$ cat src/rtl/dpd_pkg.sv
package dpd_pkg;

  localparam int CountW = 12;
  localparam logic [CountW-1:0] MaxBodyBytes = 12'd2048;

  localparam int QueueDepth = 4;
  localparam int QueuePtrW  = $clog2(QueueDepth);

  localparam logic [2:0] EV_BODY  = 3'd0;
  localparam logic [2:0] EV_GOOD  = 3'd1;
  localparam logic [2:0] EV_BAD   = 3'd2;
  localparam logic [2:0] EV_ACK   = 3'd3;
  localparam logic [2:0] EV_NAK   = 3'd4;
  localparam logic [2:0] EV_BREAK = 3'd5;

  typedef enum logic [2:0] {
    CLS_START,
    CLS_END,
    CLS_ACK,
    CLS_NAK,
    CLS_BREAK,
    CLS_OTHER
  } byte_class_t;

  typedef struct packed {
    logic [7:0]  data;
    byte_class_t cls;
    logic        hex_ok;
    logic [3:0]  nib;
  } token_t;

endpackage

$ cat src/rtl/dpd_front.sv
module dpd_front (
  input  logic            push,
  input  logic [7:0]      rx_byte,
  input  logic            q_full,
  output logic            wr_en,
  output dpd_pkg::token_t wr_token
);
  import dpd_pkg::*;

  localparam logic [7:0] ChStart = 8'h24;
  localparam logic [7:0] ChEnd   = 8'h23;
  localparam logic [7:0] ChPlus  = 8'h2B;
  localparam logic [7:0] ChMinus = 8'h2D;
  localparam logic [7:0] ChBreak = 8'h03;

  logic is_digit;
  logic is_lower;
  logic is_upper;

  assign is_digit = (rx_byte >= 8'h30) && (rx_byte <= 8'h39);
  assign is_lower = (rx_byte >= 8'h61) && (rx_byte <= 8'h66);
  assign is_upper = (rx_byte >= 8'h41) && (rx_byte <= 8'h46);

  always_comb begin
    wr_token.data   = rx_byte;
    wr_token.hex_ok = is_digit || is_lower || is_upper;
    // Letters a-f and A-F share their low nibble; adding nine gives the value.
    if (is_digit) begin
      wr_token.nib = rx_byte[3:0];
    end else if (is_lower || is_upper) begin
      wr_token.nib = rx_byte[3:0] + 4'd9;
    end else begin
      wr_token.nib = 4'd0;
    end
    case (rx_byte)
      ChStart: wr_token.cls = CLS_START;
      ChEnd:   wr_token.cls = CLS_END;
      ChPlus:  wr_token.cls = CLS_ACK;
      ChMinus: wr_token.cls = CLS_NAK;
      ChBreak: wr_token.cls = CLS_BREAK;
      default: wr_token.cls = CLS_OTHER;
    endcase
  end

  assign wr_en = push && !q_full;

endmodule

$ cat src/rtl/dpd_queue.sv
module dpd_queue (
  input  logic            clk,
  input  logic            rst,
  input  logic            wr_en,
  input  dpd_pkg::token_t wr_token,
  output logic            full,
  input  logic            rd_en,
  output logic            rd_valid,
  output dpd_pkg::token_t rd_token
);
  import dpd_pkg::*;

  token_t               slots [QueueDepth];
  logic [QueuePtrW-1:0] wr_ptr;
  logic [QueuePtrW-1:0] rd_ptr;
  logic [QueuePtrW:0]   count;
  logic                 do_rd;

  assign full     = (count == (QueuePtrW+1)'(QueueDepth));
  assign rd_valid = (count != '0);
  assign rd_token = slots[rd_ptr];
  assign do_rd    = rd_en && rd_valid;

  always_ff @(posedge clk) begin
    if (wr_en) begin
      slots[wr_ptr] <= wr_token;
    end
    if (rst) begin
      wr_ptr <= '0;
      rd_ptr <= '0;
      count  <= '0;
    end else begin
      if (wr_en) begin
        wr_ptr <= wr_ptr + 1'b1;
      end
      if (do_rd) begin
        rd_ptr <= rd_ptr + 1'b1;
      end
      if (wr_en && !do_rd) begin
        count <= count + 1'b1;
      end else if (do_rd && !wr_en) begin
        count <= count - 1'b1;
      end
    end
  end

endmodule

$ cat src/rtl/dpd_back.sv
module dpd_back (
  input  logic            clk,
  input  logic            rst,
  input  logic            tok_valid,
  input  dpd_pkg::token_t tok,
  output logic            tok_take,
  input  logic            pop,
  output logic            empty,
  output logic [2:0]      event_kind,
  output logic [7:0]      event_data
);
  import dpd_pkg::*;

  typedef enum logic [1:0] {
    PH_HUNT,
    PH_BODY,
    PH_DIG1,
    PH_DIG2
  } phase_t;

  phase_t            phase, phase_next;
  logic [7:0]        running_sum, running_sum_next;
  logic [3:0]        high_nibble, high_nibble_next;
  logic              digit_bad, digit_bad_next;
  logic [CountW-1:0] body_count, body_count_next;
  logic              body_overflow, body_overflow_next;
  logic              out_valid, out_valid_next;
  logic [2:0]        out_kind, out_kind_next;
  logic [7:0]        out_data, out_data_next;
  logic [3:0]        nib_val;
  logic              frame_good;

  // A token moves on whenever the result register is free or is being emptied.
  assign tok_take = tok_valid && (!out_valid || pop);

  assign nib_val    = tok.hex_ok ? tok.nib : 4'd0;
  assign frame_good = !digit_bad && tok.hex_ok && !body_overflow &&
                      ({high_nibble, nib_val} == running_sum);

  always_comb begin
    phase_next         = phase;
    running_sum_next   = running_sum;
    high_nibble_next   = high_nibble;
    digit_bad_next     = digit_bad;
    body_count_next    = body_count;
    body_overflow_next = body_overflow;
    out_valid_next     = out_valid && !pop;
    out_kind_next      = out_kind;
    out_data_next      = out_data;
    if (tok_take) begin
      case (phase)
        PH_HUNT: begin
          case (tok.cls)
            CLS_START: begin
              phase_next         = PH_BODY;
              running_sum_next   = 8'd0;
              high_nibble_next   = 4'd0;
              digit_bad_next     = 1'b0;
              body_count_next    = '0;
              body_overflow_next = 1'b0;
            end
            CLS_ACK: begin
              out_valid_next = 1'b1;
              out_kind_next  = EV_ACK;
              out_data_next  = 8'd0;
            end
            CLS_NAK: begin
              out_valid_next = 1'b1;
              out_kind_next  = EV_NAK;
              out_data_next  = 8'd0;
            end
            CLS_BREAK: begin
              out_valid_next = 1'b1;
              out_kind_next  = EV_BREAK;
              out_data_next  = 8'd0;
            end
            default: begin
            end
          endcase
        end
        PH_BODY: begin
          if (tok.cls == CLS_END) begin
            phase_next = PH_DIG1;
          end else if (body_count >= MaxBodyBytes) begin
            body_overflow_next = 1'b1;
          end else begin
            body_count_next  = body_count + 1'b1;
            running_sum_next = running_sum + tok.data;
            out_valid_next   = 1'b1;
            out_kind_next    = EV_BODY;
            out_data_next    = tok.data;
          end
        end
        PH_DIG1: begin
          high_nibble_next = nib_val;
          digit_bad_next   = digit_bad || !tok.hex_ok;
          phase_next       = PH_DIG2;
        end
        default: begin
          digit_bad_next = digit_bad || !tok.hex_ok;
          phase_next     = PH_HUNT;
          out_valid_next = 1'b1;
          out_kind_next  = frame_good ? EV_GOOD : EV_BAD;
          out_data_next  = running_sum;
        end
      endcase
    end
  end

  always_ff @(posedge clk) begin
    if (rst) begin
      phase         <= PH_HUNT;
      running_sum   <= 8'd0;
      high_nibble   <= 4'd0;
      digit_bad     <= 1'b0;
      body_count    <= '0;
      body_overflow <= 1'b0;
      out_valid     <= 1'b0;
    end else begin
      phase         <= phase_next;
      running_sum   <= running_sum_next;
      high_nibble   <= high_nibble_next;
      digit_bad     <= digit_bad_next;
      body_count    <= body_count_next;
      body_overflow <= body_overflow_next;
      out_valid     <= out_valid_next;
    end
    out_kind <= out_kind_next;
    out_data <= out_data_next;
  end

  assign empty      = !out_valid;
  assign event_kind = out_kind;
  assign event_data = out_data;

endmodule

$ cat src/rtl/debug_packet_deframer_unit.sv
// Path: an accepted byte is stored in the token queue; any result is then registered for popping.
// Throughput: one byte per cycle; the classifier, a four-entry token queue and the
// frame sequencer each handle one token a cycle, so only a held result slows intake.
// Reset: synchronous on rst; it empties the token queue and result register and
// returns the sequencer to hunting for a frame start.
module debug_packet_deframer_unit (
  input  logic       clk,
  input  logic       rst,
  input  logic       push,
  output logic       full,
  input  logic [7:0] rx_byte,
  output logic       empty,
  input  logic       pop,
  output logic [2:0] event_kind,
  output logic [7:0] event_data
);
  import dpd_pkg::*;

  logic   wr_en;
  token_t wr_token;
  logic   rd_valid;
  logic   rd_en;
  token_t rd_token;

  dpd_front u_front (
    .push     (push),
    .rx_byte  (rx_byte),
    .q_full   (full),
    .wr_en    (wr_en),
    .wr_token (wr_token)
  );

  dpd_queue u_queue (
    .clk      (clk),
    .rst      (rst),
    .wr_en    (wr_en),
    .wr_token (wr_token),
    .full     (full),
    .rd_en    (rd_en),
    .rd_valid (rd_valid),
    .rd_token (rd_token)
  );

  dpd_back u_back (
    .clk        (clk),
    .rst        (rst),
    .tok_valid  (rd_valid),
    .tok        (rd_token),
    .tok_take   (rd_en),
    .pop        (pop),
    .empty      (empty),
    .event_kind (event_kind),
    .event_data (event_data)
  );

endmodule

$ cat config.mk
export PLATFORM = sky130hd
export DESIGN_NAME = debug_packet_deframer_unit
export DESIGN_NICKNAME = d
export VERILOG_FILES = /design/src/rtl/dpd_pkg.sv /design/src/rtl/dpd_front.sv /design/src/rtl/dpd_queue.sv /design/src/rtl/dpd_back.sv /design/src/rtl/debug_packet_deframer_unit.sv
export SDC_FILE = /design/constraint.sdc
export NUM_CORES = 1
export LEC_CHECK = 0
export ABC_AREA = 1
export CAP_MARGIN = 10
export CORE_MARGIN = 1
export CORE_UTILIZATION = 45
export CTS_BUF_LIST = sky130_fd_sc_hd__clkbuf_16
export DETAILED_ROUTE_END_ITERATION = 8
export DONT_BUFFER_PORTS = 1
export GPL_ROUTABILITY_DRIVEN = 0
export HOLD_SLACK_MARGIN = 0.08
export SYNTH_ARGS = -nofsm -noshare
export SYNTH_HDL_FRONTEND = slang
export SYNTH_SLANG_ARGS = --single-unit
$ cat constraint.sdc
create_clock -name clk -period 2.8 [get_ports clk]
set_input_delay 0.42 -clock clk [delete_from_list [all_inputs] [get_ports clk]]
set_output_delay 0.42 -clock clk [all_outputs]
set_load 0.03 [all_outputs]
==> flow_summary.yaml <==
status:
  run_status: "finished clean"
hold_path:
  worst_hold_path_type: "in -> reg"
critical_path:
  path_common_cell: "sky130_fd_sc_hd__nand2_1"
  cp_slowest_stage_delay_ns: 0.53
  worst-path-buf-inv: 1
  timing.critical_path.slowest_stage_cell: "sky130_fd_sc_hd__dfxtp_1"
  setup.worst_path.start_class: "register"
  crit_path_cell_trace: "buf_4 -> o21ai_0 -> o22ai_1 -> ha_1 -> nand2_1 -> nor2_1 -> nand2_1 -> nand3_1 -> nand2_1 -> nand2_1 -> nor2_1 -> nand3_1 -> a21oi_1"
  worst_ep_arrival_time_ns: 2.89
  crit_required_ns: 3.13
  worstPathMaxFanout: 25
  end_kind: "register"
  timing.critical_path.max_delay_family: "simple AND/OR/NAND/NOR gates"
  timing_worst_setup_path_type: "reg -> reg"
synthesis:
  syn_inst: 671
  number_of_synthesized_flops_with_an_enable_pin: 75
  synth-simple-area-share_pct: 23.9
  netlist_area_um2: 5830
  synthesis.area_per_instance_um2: 8.69
  synth_compound_area_share_pct: 9.50
  synth.yosys.seq_area_share_pct: 51.7
  netlist.top_cell.by_area: "sky130_fd_sc_hd__edfxtp_1"
  synth_top_cells_by_area: "sky130_fd_sc_hd__edfxtp_1, sky130_fd_sc_hd__dfxtp_1, sky130_fd_sc_hd__nand2_1"
  post_synthesis_adder_cell_area_fraction_pct: 5.41
  postSynthNetCount: 707
  dominant_combinational_cell_family_by_area_after_synthesis: "simple AND/OR/NAND/NOR gates"
  post_synthesis_cell_type_count: 40
  yosys_most_used_dff: "sky130_fd_sc_hd__edfxtp_1"
  synth_top_area_share_pct: 38.6
  synth_warnings: 0
  synth.mux.area_fraction_pct: 0
  xor_and_xnor_fraction_of_the_mapped_netlist_area_pct: 1.95
  synth-async-reset-ratio_pct: 0
  synth-seq-cells: 113
  synth_most_common_cell: "sky130_fd_sc_hd__nand2_1"
  synthTopCellsByCount: "sky130_fd_sc_hd__nand2_1, sky130_fd_sc_hd__nor2_1, sky130_fd_sc_hd__edfxtp_1, sky130_fd_sc_hd__inv_1, sky130_fd_sc_hd__nand3_1"
routing:
  drc: 0
  post_drt_via_cell_ratio: 5.18
  ant_nets: 0
  via_count: 4524
  initial_drc_count: 296
  finalWirelength_um: 13100
  route.detailed.wl_per_inst_um: 15.0
  drt_pre_antenna_iters: 5
sta:
  report.final.slew_viol_count: 0
  worst_hold_slack_across_all_endpoints_ns: 0.102
  grt_setup_unrepaired: "no"
  relSlewSlack_pct: 28.5
  period_needed_ns: 2.56
  max_clock_freq_mhz: 391
  setup_viol: 0
  max_slew.worst_pin.slew_ns: 1.07
  setup-tns-final_ns: 0
  final.setup_skew_ns: 0.00723
  timing.final.crit_share_pct: 91.4
  finalHoldViolCount: 0
floorplan:
  floorplan.die.height_um: 116
  rows: 41
  die_area_um2: 13400
  total_i_o_pin_count: 25
  die_width_um: 116
  placeableCoreArea_um2: 12600
  initial_core_util_pct: 46.2
placement:
  place.port_buffers: 0
  detailedPlacementHpwl_um: 8950
final_layout:
  synthToLayoutAreaGrowth_pct: 14.1
  drive_gt1_share_pct: 8.99
  nets: 724
  diodes: 0
global_routing:
  globalRouteOverflowTotal: 0
  via_count_of_the_first_global_routing_pass: 4316
  grt_pass1_wl_um: 21300
  track_usage_pct: 21.5
  antenna_found_initial: 0
  grt_start_max_net_pins: 34
power_and_ir_drop:
  vdd_ir_max_v: 0.000627
  power.density_cell_area_nw_per_um2: 1040
  power_leakage_nw: 2.59
cts:
  cts_buffers: 17
  tritoncts_num_sinks: 113
  cts_tree: "yes"
  clock_insertion_delay_at_the_later_pin_of_the_skew_report_ns: 0.41
  clockBufferDepth: 2
  clk_root_buffer_cell: "sky130_fd_sc_hd__clkbuf_16"
  cts.reportedPaths.clkPinSlew_ns: 0.05
  cts_post_setup_buffers_inserted: 0
  htreeDepth: 4
run:
  drv.max_cap_violation_count: 0
## registers in the layout (all words and copies together), names as in the netlist, named ones only
register,cells
u_back.event_kind,3
u_back.high_nibble,4
u_queue.slots,64
u_queue.wr_ptr,2
u_back.body_count,12
u_queue.rd_ptr,2
u_back.digit_bad,1
u_back.out_valid,1
u_back.phase,2
u_back.event_data,8
u_back.body_overflow,1
u_queue.count,3
u_back.running_sum,8
## routing by layer
metal	up-vias	wire length (µm)	part of all wire (%)	track usage (%)
met5	-	0	0	0
met4	0	318	2.4	11.3
met3	20	735	5.6	5.75
met2	126	6460	49	35.6
met1	2118	5560	43	25.5
li1	2260	-	-	-
## metrics by stage
stage               util, %  total power, mW  setup slack [ns]  std cells  cell area, µm²
finish                 52.7             6.89             0.242        873            6650
global route           52.7             7.35            0.0506        873            6650
CTS                    52.2             6.94             0.264        866            6580
detailed placement     47.3             4.71             0.302        833            5970
global placement       47.3             4.65             0.355        833            5970
floorplan                 -             4.31             0.447        671            5830
## cells in the final DEF, fill, tap and decap left out, types with 10 or more instances in the layout
master / count
sky130_fd_sc_hd__o21ai_0: 43
sky130_fd_sc_hd__nor2_1: 82
sky130_fd_sc_hd__ha_1: 22
sky130_fd_sc_hd__clkbuf_16: 17
sky130_fd_sc_hd__buf_4: 13
sky130_fd_sc_hd__nand3_1: 48
sky130_fd_sc_hd__edfxtp_1: 75
sky130_fd_sc_hd__a21oi_1: 40
sky130_fd_sc_hd__dfxtp_1: 38
sky130_fd_sc_hd__nand2_1: 164
sky130_fd_sc_hd__inv_1: 65
sky130_fd_sc_hd__o22ai_1: 10
## area by class of cell
class | count | area (µm²)
clock buffers | 17 | 425
repair buffers | 21 | 178
well taps | 172 | 215
fillers | 1176 | 5970
flip-flops and latches | 113 | 3010
inverters | 69 | 267
clock inverters | 15 | 181
multi-input cells | 466 | 2370
## logic make-up (layout without fill, tap and decap cells)
kind of cell               Yosys count  count (layout)
AOI/OAI and AO/OA                  102             102
DFF                                113             113
and+or+nand+nor                    327             327
buffers and inverters               92             122
adders and majority gates           24              24
xor gates and xnor gates            13              13
## final timing paths
path	start	end	slack [ns]	depth (start not counted)
worst max-delay path	register	u_back.running_sum[5]$_SDFFE_PP0P_	0.24	13
worst min-delay path	rx_byte[7]	u_queue.slots[2][15]$_DFFE_PP_	0.10	0
worst max register to register	register	u_back.running_sum[5]$_SDFFE_PP0P_	0.24	13
worst min register to register	u_queue.rd_ptr[1]$_SDFFE_PP0P_	u_queue.rd_ptr[1]$_SDFFE_PP0P_	0.47	2
## what timing repair did
item                                   CTS  global route
hold buffers                             1             7
gates resized for setup                  0             0
endpoints found under the hold margin   27            19
## power breakdown
group	total, mW	switching (mW)	leakage, nW	internal (mW)
Clock	2.19	0.785	0.286	1.41
Combinational	2.28	1.60	1.31	0.677
Sequential	2.42	0.320	0.995	2.10
(Power assumes the default switching activity.)
